### src/rtl/krt_pkg.sv
// Package for the sorted keyed record table.
// Holds the action and status codes, record and command types, and cell control.
// No dependencies.
package krt_pkg;

  localparam int unsigned CapacityDef = 64;
  localparam int unsigned ActW = 3;
  localparam int unsigned StatW = 3;

  localparam logic [ActW-1:0] ACT_INSERT = 3'd0;
  localparam logic [ActW-1:0] ACT_LOOKUP = 3'd1;
  localparam logic [ActW-1:0] ACT_MODIFY = 3'd2;
  localparam logic [ActW-1:0] ACT_DELETE = 3'd3;
  localparam logic [ActW-1:0] ACT_LIST   = 3'd4;

  localparam logic [StatW-1:0] ST_OK       = 3'd0;
  localparam logic [StatW-1:0] ST_DUP      = 3'd1;
  localparam logic [StatW-1:0] ST_NOTFOUND = 3'd2;
  localparam logic [StatW-1:0] ST_FULL     = 3'd3;
  localparam logic [StatW-1:0] ST_EMPTY    = 3'd4;

  typedef struct packed {
    logic signed [31:0] key;
    logic signed [31:0] price;
    logic [63:0]        tag;
  } rec_t;

  typedef struct packed {
    logic [ActW-1:0] action;
    rec_t            rec;
  } cmd_t;

  typedef enum logic [2:0] {
    CELL_HOLD,
    CELL_INSERT,
    CELL_DELETE,
    CELL_MODIFY,
    CELL_ROTATE
  } cell_op_e;

  typedef struct packed {
    cell_op_e op;
    rec_t     rec;
  } cell_ctrl_t;

endpackage

### src/rtl/krt_cell.sv
// One slot of the record chain: holds a record, compares its key to the command key.
// Shifts toward either neighbor, updates in place or rotates; uses krt_pkg.
module krt_cell import krt_pkg::*; #(
  parameter int unsigned Idx  = 0,
  parameter int unsigned CntW = 7
) (
  input  logic            clk_i,
  input  cell_ctrl_t      ctrl_i,
  input  logic [CntW-1:0] count_i,
  input  rec_t            left_i,
  input  logic            left_lt_i,
  input  rec_t            right_i,
  input  rec_t            head_i,
  output rec_t            rec_o,
  output logic            lt_o,
  output logic            eq_o
);

  localparam logic [CntW-1:0] IdxC  = CntW'(Idx);
  localparam logic [CntW:0]   IdxP1 = (CntW+1)'(Idx + 1);

  rec_t rec_q, rec_d;
  logic valid;

  assign valid = IdxC < count_i;
  assign lt_o  = valid && (rec_q.key < ctrl_i.rec.key);
  assign eq_o  = valid && (rec_q.key == ctrl_i.rec.key);
  assign rec_o = rec_q;

  always_comb begin
    rec_d = rec_q;
    unique case (ctrl_i.op)
      CELL_INSERT: begin
        if (!lt_o) begin
          rec_d = left_lt_i ? ctrl_i.rec : left_i;
        end
      end
      CELL_DELETE: begin
        if (!lt_o) rec_d = right_i;
      end
      CELL_MODIFY: begin
        if (eq_o) begin
          rec_d.price = ctrl_i.rec.price;
          rec_d.tag   = ctrl_i.rec.tag;
        end
      end
      CELL_ROTATE: begin
        if (IdxP1 < {1'b0, count_i}) rec_d = right_i;
        else if (IdxP1 == {1'b0, count_i}) rec_d = head_i;
      end
      default: rec_d = rec_q;
    endcase
  end

  always_ff @(posedge clk_i) begin
    rec_q <= rec_d;
  end

endmodule

### config.mk
export PLATFORM = sky130hd
export DESIGN_NAME = krt_cell
export DESIGN_NICKNAME = d
export VERILOG_FILES = /design/src/rtl/krt_pkg.sv /design/src/rtl/krt_cell.sv
export SDC_FILE = /design/constraint.sdc
export NUM_CORES = 1
export LEC_CHECK = 0
export BUFFER_PORTS_ARGS = -buffer_cell sky130_fd_sc_hd__buf_2
export CAP_MARGIN = 20
export CORE_AREA = 2 2 258 260
export DETAILED_ROUTE_END_ITERATION = 16
export DIE_AREA = 0 0 260 262
export PLACE_DENSITY_LB_ADDON = 0.2
export SLEW_MARGIN = 30
export SYNTH_ARGS = -nofsm -noshare
export SYNTH_HDL_FRONTEND = slang
export SYNTH_SLANG_ARGS = --single-unit
### constraint.sdc
create_clock -name clk_i -period 7.9 [get_ports clk_i]
set_clock_uncertainty 0.1 [all_clocks]
set_input_delay 1.58 -clock clk_i [delete_from_list [all_inputs] [get_ports clk_i]]
set_output_delay 1.58 -clock clk_i [all_outputs]
set_load 0.005 [all_outputs]
Word-level counts from Yosys, hierarchy flattened
Cells that the tools add are included.
- flip-flop bits (word level): 128
- bits of input ports: 524
- output and inout port bits: 130
- logic and storage cells: 30
- $lt $le $gt $ge: 3
- equality and inequality tests: 10
- multiplexer cells: 8
- reductions and logical operators: 6
- operators by type and width (operator ; number):
    128-bit 2-to-1 mux ; 5
    96-bit case mux with 4 select lines ; 1
    96-bit 2-to-1 mux ; 1
    32-bit case mux with 3 select lines ; 1
    32-bit equality test ; 1
    32-bit < comparator ; 1
    1-bit by 7-bit < comparator with 1-bit output (first input constant) ; 2
    1-bit by 7-bit equality test with 1-bit output (first input constant) ; 1
    3-bit by 2-bit equality test with 1-bit output (second input constant) ; 2
    2-bit inequality test (second input constant) ; 3
    5-bit AND reduction ; 1
    4-bit AND reduction ; 1
    4-bit nonzero test ; 1
    3-bit by 1-bit equality test with 1-bit output (second input constant) ; 1
    3-bit equality test (second input constant) ; 1
    3-bit inequality test (second input constant) ; 1
    3-bit nonzero test ; 1
    1-bit logical AND ; 2

Longest topological paths before layout
Gate-level depths: netlist (run 1).
- depth in word-level cells: 4
- gate-level depth with buffers: 9

Worst setup path after synthesis (run 1)
OpenSTA, ideal clock, no wires.
- path type: input to register
- from: input ctrl_i[127] (netlist bit)
- to: register rec_q, in the netlist rec_o[0] (enable)
- setup time: 592 ps
- arrival time: 7810 ps
- path slack: -602 ps
- stages: 8
- buffers on the path: 0
- cells stage by stage: inv_1 ha_1 nand4_2 nor4_4 nand2_1 nor4_2 a21oi_1 o221ai_1
- cells in the longest elaborated chain, start to end: 4
- elaborated cells on any way between the ends: 8
- classes of those cells: 1 x order compare; 4 x eq/ne; 3 x reduce/logical
- RTL lines (item ; RTL line ; source):
    start: declaration ; krt_cell.sv:8 ; input cell_ctrl_t ctrl_i,
    32-bit equality test ; krt_cell.sv:27 ; assign eq_o = valid && (rec_q.key == ctrl_i.rec.key);
    1-bit logical AND ; krt_cell.sv:27 ;
    named net eq_o ; krt_cell.sv:16 ; output logic eq_o
    2-bit inequality test (no line) ; n/a ;
    5-bit AND reduction (no line) ; n/a ;
    end signal: assignment ; krt_cell.sv:56 ; rec_q <= rec_d;
    end: declaration ; krt_cell.sv:22 ; rec_t rec_q, rec_d;
The timed path passes the listed nets, and every way through them passes these cells.
A chain may end at the register's enable or synchronous reset.

Final worst setup path (run 1)
- from: input ctrl_i[111] (netlist bit)
- to: output lt_o
- cells in the longest elaborated chain, start to end: 2
- RTL lines (item ; RTL line ; source):
    32-bit < comparator ; krt_cell.sv:26 ; assign lt_o = valid && (rec_q.key < ctrl_i.rec.key);
    1-bit logical AND ; krt_cell.sv:26 ;
    end: declaration ; krt_cell.sv:15 ; output logic lt_o,
Every way passes these cells.

==> key figures, run 1 <==
Drt
  • Detailed router's first-iteration violation count: 425
  • WL/cell: 18.73 um
  • Vias: 9593
  • Final ANT Viol Nets: 0
  • Vias per inst: 4.133
  • DR pass1 iterations: 4
  • Total wire length: 43.47 mm
  • DRC violations left: 0

CTS
  • Setup Buffers After CTS: 0
  • Cts hold-fix bufs: 0
  • Clock buffer depth: 2
  • H-tree levels: 4
  • CTS clock-pin slew for the worst setup and hold paths: 0.06 ns
  • Cts repair resizes: 0
  • CTS Buf Count: 17
  • Clock sink count: 128
  • Clk_lat worst skew: 0.46 ns
  • Root Driver: clkbuf_16
  • CTS tree: yes

Min path
  • HP Class: register to register

Floorplan
  • Rows: 94
  • Width of the die: 260 um
  • IO Pins: 654
  • CORE AREA: 65280 um2
  • Initial core utilization: 0.1341
  • Die footprint: 68120 um2
  • Die Y: 262 um

Setup path
  • Crit path largest cell delay: 0.56 ns
  • Crit path buf inv count: 3
  • Data required, critical path: 6.22 ns
  • Worst Path Arrival: 3.79 ns
  • Crit-path most repeated cell: buf_2
  • CP Class: primary input to output pin
  • Cells along the critical path: buf_2, inv_1, ha_1, nand4_1, or4_4, a21o_1, o211ai_1, a21boi_2, xnor2_2, and2b_1, buf_2
  • CP startpoint: ctrl_i[111]
  • Critical path capture point: lt_o
  • CP endpoint kind: output pin
  • CP Depth: 11
  • Critical Path Start Type: primary input
  • Reg2reg end: rec_o[54]
  • CP Max Fanout: 3
  • Worst R2R Path Depth: 9
  • R2R setup slack: 4.43 ns
  • Slowest CP cell: or4_4
  • Crit path max-delay family: simple AND/OR/NAND/NOR gates
  • Worst R2R Start: rec_o[111]

Pwr
  • Leakage: 5.912 nW
  • Worst ir drop on vdd: 0.1041 mV
  • Pwr Density: 168.0 nW/um2

Global routing
  • Total track usage: 0.1218
  • Largest net degree at the start of global routing: 97
  • Vias in the first global route: 9976
  • Grt peak-use layer: met2
  • GRT met2 Usage: 0.2225
  • First-pass GRT wire length: 61.11 mm
  • M1 GR Usage: 0.1322
  • M3 GR Usage: 0.03559
  • Initial antenna violation count: 10
  • Overflow after GRT: 0

Logic synthesis
  • Syn Nets: 1384
  • Synth warn: 0
  • Gate count of the mapped netlist: 828
  • Netlist cell types: 41
  • Seq/Total Area, Yosys: 0.4391
  • Synth Flop Type: edfxtp_1
  • Synth Cell Area: 8753 um2
  • Synth async-reset ratio: 0
  • Number of synthesized flops with an enable pin: 128
  • Syn_area_per_cell: 10.57 um2
  • Seq cells post-synth: 128

Timing
  • Slew Limit Fails: 0
  • Tmin final: 5.468 ns
  • Worst-Margin Slew: 0.8946 ns
  • Final setup vio count: 0
  • Fmax: 182.9 MHz
  • Fin crit share: 0.6922
  • Max-slew headroom: 0.4036
  • Final Worst Setup Slack: 2.432 ns
  • RSZ-0062 raised after global routing: no
  • Fin. Hold Viols: 0
  • Final TNS setup: 0 ns

Finish
  • Nets: 1995
  • Design Area, Final: 13530 um2
  • Finished Layout Cells: 2321
  • Fin util: 0.2073
  • Layout cell share with drive strength beyond 1: 0.5565
  • Register area: 3844 um2
  • Max FFs per register: 128
  • Area occupied by multi-input gates: 4473 um2
  • Area growth syn-to-layout: 54.62%
  • Fillers: 7345

Place
  • Dpl ws: 2.389 ns
  • PortBufs: 653
  • Placed cells: 2284
  • Placer congestion estimate: 0.8413
  • DP HPWL: 34.52 mm
  • Cell Area, Placed: 12940 um2

Run
  • MaxCap Viol Count: 0

Status
  • Status: finished clean
-- through the flow --
| step | hold slack (ns) | power, mW |
|---|---|---|
| floorplan | 1.694 | 1.166 |
| global placement | 1.264 | 1.491 |
| detailed placement | 1.293 | 1.492 |
| CTS | 1.258 | 2.337 |
| global route | 1.287 | 2.411 |
| finish | 1.268 | 2.274 |
-- layer usage --
metal | routed length, um | vias up
met5 | 44 | -
met4 | 994 | 6
met3 | 3116 | 51
met2 | 22850 | 429
met1 | 16460 | 4528
li1 | - | 4579
-- worst register-to-register path, delay by kind of cell (launching register included) --
kind	cells	cell delay (ns)
compound gates	4	0.73
xor+xnor	1	0.19
fa+ha+maj	1	0.32
buf+inv	1	0.57
flops	1	0.42
simple gates	2	0.71
-- power breakdown --
part           switching, mW  internal [mW]
combinational          0.324          0.268
clock                  0.319          0.490
sequential            0.0234          0.850
-- placed cells by master (no fill, tap or decap), drive strengths merged, types with 2 or more instances in the layout --
cell type    n
a21o         2
a21oi      112
a221o       33
buf        670
bufinv       3
clkbuf      20
clkinv       7
clkinvlp     3
diode        5
edfxtp     128
ha          32
inv         33
mux2        96
mux2i       32
nand2       11
nand2b       5
nand3        4
nand4        5
nor2        37
nor2b        2
nor3         3
nor4         3
o211ai       3
o21ai        5
o22ai      192
or4          2
-- synthesized netlist by cell type, types with 3 or more instances --
master    count  area [um2]
ha_1         32       400.4
o21ai_0       4       20.02
a21oi_1     111       555.5
a221o_1      33       330.3
o211ai_1      3       22.52
nor2_1       37       138.9
buf_1        10       37.54
buf_2        31       155.2
buf_6         5       56.30
edfxtp_1    128        3844
nand4_1       4       25.02
mux2_2       96        1081
nand2b_1      5       31.28
nand3_1       4       20.02
o22ai_1     192        1201
mux2i_1      32       320.3
clkbuf_1     32       120.1
inv_1        33       123.9
nand2_1      11       41.29
-- cells by family (layout without fill, tap and decap cells) --
| logic type | Yosys count | in the layout | share of synthesized area |
|---|---|---|---|
| AOI/OAI and AO/OA | 351 | 351 | 0.2520 |
| muxes | 128 | 128 | 0.1601 |
| DFF | 128 | 128 | 0.4391 |
| buffers and inverters | 112 | 736 | 0.05675 |
| and+or+nand+nor | 75 | 75 | 0.04345 |
| adders and majority gates | 32 | 32 | 0.04574 |
| xor gates and xnor gates | 2 | 2 | 0.002859 |
| other | 0 | 5 | 0 |
-- final cells by class --
class,instances,area share
multi-input combinational,588,0.3305
timing repair buffer,670,0.2524
sequential,128,0.2840
clock buffer,20,0.03226
antenna,5,0.0009245
inverter,34,0.009522
tap,864,0.07987
clock inverter,12,0.01054
-- worst min path at each step --
| stage | start | end | slack (ns) | cells past startpoint |
|---|---|---|---|---|
| finish | rec_o[127] | rec_o[124] | 1.27 | 4 |
| global route | head_i[105] | rec_o[105] | 1.29 | 2 |
| CTS | right_i[105] | rec_o[105] | 1.26 | 2 |
| detailed placement | rec_o[127] | rec_o[117] | 1.29 | 4 |
| global placement | rec_o[127] | rec_o[117] | 1.26 | 4 |
| floorplan | right_i[100] | rec_o[100] | 1.69 | 1 |
No activity file was read; power rests on OpenSTA's default activity.
==> run 2: changes to the inputs <==
- ABC_AREA: unset -> 1
- CORE_AREA: 2 2 258 260 -> 2 2 255 257
- DIE_AREA: 0 0 260 262 -> 0 0 257 259
- clock period: 7.9 -> 5.02 ns (I/O delays scaled with it)
==> run 2 against run 1 <==
Clock power rose by 57%. Clock-buffer cell count down 1. Critical path depth up 4. Final cell count up 18%. First-iteration DRC count up 100%. Die area shrank 2.3%. Worst hold slack worse by 0.51 ns. Via count is 29% higher. Largest cell class unchanged. Highest routed layer unchanged. Sequential share of layout area down 3.2 points.
==> key figures, run 2 <==
Status
  • Status: finished clean

Drt
  • Final ANT Viol Nets: 0 (unchanged)
  • Vias per inst: 4.509 (+9.1%)
  • Vias: 12360 (+29%)
  • WL/cell: 19.17 um (+2.4%)
  • DR pass1 iterations: 5 (+1)
  • Total wire length: 52.56 mm (+21%)
  • DRC violations left: 0 (unchanged)
  • Detailed router's first-iteration violation count: 850 (+100%)

Finish
  • Fin util: 0.2383 (+0.03096)
  • Fillers: 7143 (-2.8%)
  • Area growth syn-to-layout: 46.26%
  • Commonest non-fill, non-tap cell in the layout: buf_2
  • Layout cell share with drive strength beyond 1: 0.4476 (-0.1088)
  • Max FFs per register: 128 (unchanged)
  • Nets: 2424 (+22%)
  • Design Area, Final: 15220 um2 (+12%)
  • Most frequent cells in the layout: buf_2, nand2_1, nor2_1

Timing
  • Final Worst Setup Slack: 1.242 ns (-1.190 ns)
  • Final setup vio count: 0 (unchanged)
  • RSZ-0062 raised after global routing: no
  • Tmin final: 3.778 ns
  • Worst-Margin Slew: 0.9564 ns (+0.06180 ns)
  • Fin. Hold Viols: 0 (unchanged)
  • Fmax: 264.7 MHz
  • Final TNS setup: 0 ns (unchanged)
  • Max-slew headroom: 0.3624 (-0.04120)
  • Hold slack final: 0.7594 ns (-0.5084 ns)
  • Fin crit share: 0.7525
  • Slew Limit Fails: 0 (unchanged)

Floorplan
  • Initial core utilization: 0.1629 (+0.02884)
  • Rows: 93 (-1.1%)
  • Die footprint: 66560 um2 (-2.3%)
  • Die Y: 259 um (-1.1%)
  • CORE AREA: 63880 um2 (-2.1%)
  • IO Pins: 654 (unchanged)
  • Width of the die: 257 um (-1.2%)

Setup path
  • Cells along the critical path: buf_2, inv_1, ha_1, nand2_1, nor2_1, nand2_1, inv_1, nand2_1, nor2_1, nand2_1, nand3_1, nand2_1, nand3_1, inv_1, buf_2
  • CP endpoint kind: output pin
  • CP Max Fanout: 4 (+1)
  • Slowest CP cell: ha_1
  • Worst R2R Start: rec_o[127]
  • Data required, critical path: 3.92 ns (-2.30 ns)
  • CP Class: primary input to output pin
  • Critical Path Start Type: primary input
  • Crit path max-delay family: simple AND/OR/NAND/NOR gates
  • Crit path largest cell delay: 0.38 ns (-0.18 ns)
  • Worst Path Arrival: 2.67 ns (-1.12 ns)
  • Critical path capture point: lt_o
  • Reg2reg end: rec_o[105]
  • Crit path buf inv count: 5 (+2)
  • CP startpoint: ctrl_i[127]
  • Worst R2R Path Depth: 14 (+5)
  • Crit-path most repeated cell: nand2_1
  • R2R setup slack: 1.90 ns (-2.53 ns)
  • CP Depth: 15 (+4)

CTS
  • CTS tree: yes
  • Root Driver: clkbuf_16
  • CTS clock-pin slew for the worst setup and hold paths: 0.06 ns (about the same)
  • Cts repair resizes: 0 (unchanged)
  • H-tree levels: 4 (unchanged)
  • Clk_lat worst skew: 0.46 ns (about the same)
  • Clock sink count: 128 (unchanged)
  • Setup Buffers After CTS: 0 (unchanged)
  • CTS Buf Count: 17 (unchanged)
  • Cts hold-fix bufs: 0 (unchanged)
  • Clock buffer depth: 2 (unchanged)

Logic synthesis
  • Synth async-reset ratio: 0 (unchanged)
  • Most instantiated cells after synthesis: nand2_1, nor2_1, edfxtp_1, mux2_2, o21ai_0
  • Syn_area_per_cell: 8.145 um2 (-23%)
  • Synth Cell Area: 10410 um2 (+19%)
  • Most frequent cell after synthesis: nand2_1
  • Netlist cell types: 24 (-41%)
  • Top post-synthesis cells by area: edfxtp_1, mux2_2, nand2_1
  • Synth Flop Type: edfxtp_1
  • Seq/Total Area, Yosys: 0.3693 (-0.06983)
  • Post-synth top area cell: edfxtp_1
  • Synth top area share: 0.3693 (-0.06983)
  • Gate count of the mapped netlist: 1278 (+54%)
  • Syn Nets: 1834 (+33%)
  • Seq cells post-synth: 128 (unchanged)
  • Synth warn: 0 (unchanged)
  • Number of synthesized flops with an enable pin: 128 (unchanged)

Global routing
  • Initial antenna violation count: 9 (-1)
  • First-pass GRT wire length: 77.50 mm (+27%)
  • Overflow after GRT: 0 (unchanged)
  • Vias in the first global route: 12710 (+27%)
  • Total track usage: 0.1522 (+0.03038)
  • Largest net degree at the start of global routing: 130 (+34%)

Pwr
  • Leakage: 6.598 nW (+12%)
  • Pwr Density: 236.6 nW/um2 (+41%)
  • Worst ir drop on vdd: 0.2571 mV (+150%)

Run
  • MaxCap Viol Count: 0 (unchanged)

Place
  • Dpl ws: 1.003 ns (-1.386 ns)
  • PortBufs: 653 (unchanged)
  • Cell Area, Placed: 14630 um2 (+13%)
  • DP HPWL: 38.82 mm (+12%)
  • Placer congestion estimate: 0.8826 (+4.9%)

Min path
  • HP Class: primary input to register
## run 2: cell types whose count changed in the layout (fill, tap and decap cells not counted), sizes merged, moves of 33 or more
cell / previous run / this run
a221o: 33 / 0
nand2: 11 / 306
a21oi: 112 / 10
nand3: 4 / 100
o22ai: 192 / 0
o2111ai: 0 / 96
nor2: 37 / 150
o21ai: 5 / 129
## run 2: worst min path at each step
| stage | startpoint | endpoint | depth (start not counted) |
|---|---|---|---|
| 6_report | right_i[78] | rec_o[78] | 3 |
| 5_1_grt | ctrl_i[81] | rec_o[81] | 3 |
| 4_1_cts | ctrl_i[91] | rec_o[91] | 3 |
| 3_5_place_dp | rec_o[127] | rec_o[77] | 5 |
| 3_3_place_gp | rec_o[127] | rec_o[77] | 5 |
| 2_1_floorplan | right_i[100] | rec_o[100] | 2 |
## run 2: metal layers
metal | track usage | vias to the layer above | routed length [um]
met3 | 0.04569 | 99 | 3971
met5 | 0 | - | 5
met1 | 0.1744 | 5878 | 20700
met2 | 0.2588 | 594 | 25830
li1 | - | 5785 | -
met4 | 0.07316 | 2 | 2048
## run 2: cell type report
class                   instances  area [um2]  area share
well taps                     855        1070     0.07027
clock buffers                  19       432.9     0.02844
diodes                          5       12.51   0.0008219
flip-flops and latches        128        3844      0.2525
clock inverters                13       145.1    0.009534
multi-input cells             996        5987      0.3933
inverters                      50       192.7     0.01266
repair buffers                675        3540      0.2325
## run 2: where the power goes
| group | switching (mW) | leakage, nW | total, mW | internal (mW) |
|---|---|---|---|---|
| combinational | 0.523 | 5.10 | 0.956 | 0.434 |
| sequential | 0.0399 | 1.22 | 1.37 | 1.33 |
| clock | 0.501 | 0.279 | 1.27 | 0.769 |
## run 2: kinds of logic (layout without fill, tap and decap cells)
logic type / count (synthesis) / count (layout) / synth area share
buf+inv: 154 / 757 / 0.06058
compound gates: 272 / 272 / 0.1743
other cells: 0 / 5 / 0
mux: 128 / 128 / 0.1385
flops: 128 / 128 / 0.3693
fa+ha+maj: 32 / 32 / 0.03847
simple gates: 564 / 564 / 0.2189
## run 2: worst reg2reg max path: stages (launching register included)
cell      delay [ns]
edfxtp_1        0.40
ha_1            0.40
nand2_1         0.10
nor2_1          0.14
nand2_1         0.12
inv_1           0.09
nand2_1         0.08
nor2_1          0.09
nand2_1         0.08
nand3_1         0.08
nand2_1         0.08
nand4_1         0.09
nand2_1         0.13
nor2_4          0.47
buf_4           0.35
## run 2: stage by stage
step | std cells | total power, mW
after floorplan | 1278 | 1.818
after global placement | 2704 | 2.367
after detailed placement | 2704 | 2.364
after CTS | 2736 | 3.680
after global routing | 2741 | 3.820
final | 2741 | 3.602
==> run 3: changes to the inputs <==
- clock period: 5.02 -> 3.31 ns (I/O delays scaled with it)
==> run 3 against run 2 <==
Clock-buffer cell count stayed put. Die area stayed put. Wire length up 3.9%. Total power grew 52%. Clock power is 46% higher. Non-clock buffer count is 12 higher. Worst setup slack worse by 1.0 ns. Via count up 0.49%. Critical path type is now register to output pin. Largest cell class unchanged.
==> key figures, run 3 (same netlist as run 2, synthesis figures left out) <==
CTS
  • CTS Buf Count: 17 (unchanged)
  • Clk_lat worst skew: 0.47 ns (about the same)
  • Clock buffer depth: 2 (unchanged)
  • Setup Buffers After CTS: 0 (unchanged)
  • H-tree levels: 4 (unchanged)
  • CTS tree: yes
  • Root Driver: clkbuf_16
  • Clock sink count: 128 (unchanged)
  • Cts hold-fix bufs: 0 (unchanged)
  • CTS clock-pin slew for the worst setup and hold paths: 0.06 ns (about the same)

Setup path
  • CP Max Fanout: 3 (-1)
  • Data required, critical path: 2.55 ns (-1.37 ns)
  • Crit-path most repeated cell: nand2_1
  • Crit path largest cell delay: 0.47 ns (+0.09 ns)
  • Cells along the critical path: ha_1, nand2_1, nor2_2, nand4_1, nor2_1, nand2_1, nand3_1, nand2_1, nand3_1, inv_1, buf_2
  • Crit path buf inv count: 2 (-3)
  • Slowest CP cell: edfxtp_1
  • CP Depth: 11 (-4)
  • Worst Path Arrival: 2.31 ns (-0.36 ns)
  • Worst R2R Path Depth: 12 (-2)
  • Critical Path Start Type: register
  • Crit path max-delay family: simple AND/OR/NAND/NOR gates
  • CP endpoint kind: output pin
  • CP Class: register to output pin

Finish
  • Area growth syn-to-layout: 49.57%
  • Design Area, Final: 15570 um2 (+2.3%)
  • Fin util: 0.2437 (+0.005406)
  • Layout cell share with drive strength beyond 1: 0.4641 (+0.01642)
  • Most frequent cells in the layout: buf_2, nand2_1, nor2_1
  • Nets: 2436 (+0.50%)
  • Max FFs per register: 128 (unchanged)
  • Commonest non-fill, non-tap cell in the layout: buf_2

Drt
  • DRC violations left: 0 (unchanged)
  • Vias per inst: 4.506 (about the same)
  • Final ANT Viol Nets: 0 (unchanged)
  • Detailed router's first-iteration violation count: 733 (-14%)
  • WL/cell: 19.81 um (+3.3%)
  • Vias: 12420 (+0.49%)
  • Total wire length: 54.61 mm (+3.9%)
  • DR pass1 iterations: 6 (+1)

Floorplan
  • Die footprint: 66560 um2 (unchanged)
  • Rows: 93 (unchanged)
  • CORE AREA: 63880 um2 (unchanged)
  • Die Y: 259 um (unchanged)
  • IO Pins: 654 (unchanged)
  • Width of the die: 257 um (unchanged)
  • Initial core utilization: 0.1629 (unchanged)

Place
  • Placer congestion estimate: 0.9248 (+4.8%)
  • PortBufs: 653 (unchanged)
  • Cell Area, Placed: 14990 um2 (+2.4%)
  • DP HPWL: 41.75 mm (+7.5%)

Timing
  • Hold slack final: 0.4062 ns (-0.3532 ns)
  • RSZ-0062 raised after global routing: no
  • Final setup vio count: 0 (unchanged)
  • Tmin final: 3.068 ns
  • Max-slew headroom: 0.6083 (+0.2459)
  • Worst-Margin Slew: 0.5876 ns (-0.3688 ns)
  • Fin crit share: 0.9270
  • Fin. Hold Viols: 0 (unchanged)
  • Fmax: 325.9 MHz
  • Slew Limit Fails: 0 (unchanged)

Pwr
  • Leakage: 6.696 nW (+1.5%)
  • Pwr Density: 352.0 nW/um2 (+49%)
  • Worst ir drop on vdd: 0.3925 mV (+53%)

Global routing
  • Largest net degree at the start of global routing: 97 (-25%)
  • Vias in the first global route: 12830 (+0.92%)
  • Overflow after GRT: 0 (unchanged)
  • First-pass GRT wire length: 79.84 mm (+3.0%)
  • Initial antenna violation count: 13 (+4)
  • Total track usage: 0.1586 (+0.006466)

Min path
  • HP Class: primary input to register
  • Hold path depth: 3 (unchanged)

Status
  • Status: finished clean

Run
  • MaxCap Viol Count: 0 (unchanged)
-- run 3: power by group --
| group | internal [mW] | leakage [nW] | switching [mW] | total, mW |
|---|---|---|---|---|
| Combinational | 0.716 | 5.21 | 0.831 | 1.55 |
| Clock | 1.09 | 0.267 | 0.757 | 1.85 |
| Sequential | 2.02 | 1.22 | 0.0634 | 2.09 |
| Total | 3.83 | 6.70 | 1.65 | 5.48 |
-- run 3: path summary, 6_finish.rpt --
path | startpoint | end | slack, ns
setup / recovery | rec_o[111] | lt_o | 0.24
hold / removal | right_i[104] | rec_o[104] | 0.41
setup reg to reg | rec_o[127] | rec_o[28] | 0.57
hold reg to reg | rec_o[127] | rec_o[126] | 1.28
-- run 3: routing by layer --
| layer | wire length (um) | part of all wire | up-vias | track usage |
|---|---|---|---|---|
| li1 | - | - | 5821 | - |
| met1 | 21050 | 0.39 | 5945 | 0.1756 |
| met2 | 27750 | 0.51 | 578 | 0.2814 |
| met3 | 4292 | 0.079 | 67 | 0.04999 |
| met4 | 1458 | 0.027 | 8 | 0.06395 |
| met5 | 54 | 0.00099 | - | 0 |
-- run 3: worst min-delay path, stage by stage --
cell and delay, ns:
buf_2 0.09, nand2_1 0.05, o211ai_1 0.07
-- run 3: area by class of cell --
cell class	instances	area, um2
fillers	7107	48310
multi-input cells	996	6092
flip-flops and latches	128	3844
repair buffers	687	3780
well taps	855	1070
clock buffers	19	432.9
inverters	50	207.7
clock inverters	12	120.1
diodes	9	22.52
-- run 3: per-stage QoR --
step / cells / setup WS, ns / setup TNS [ns] / power [mW]
final: 2756 / 0.2418 / 0 / 5.481
after global routing: 2754 / 0.01969 / 0 / 5.783
after CTS: 2747 / 0.07433 / 0 / 5.602
after detailed placement: 2716 / 0.1710 / 0 / 3.691
after global placement: 2716 / 0.1799 / 0 / 3.686
after floorplan: 1278 / -0.4572 / -55.44 / 2.777
-- run 3: repair_timing --
item,in CTS,in global routing
resized for setup,0,1
setup endpoints to repair,0,1
hold endpoints to repair,0,0
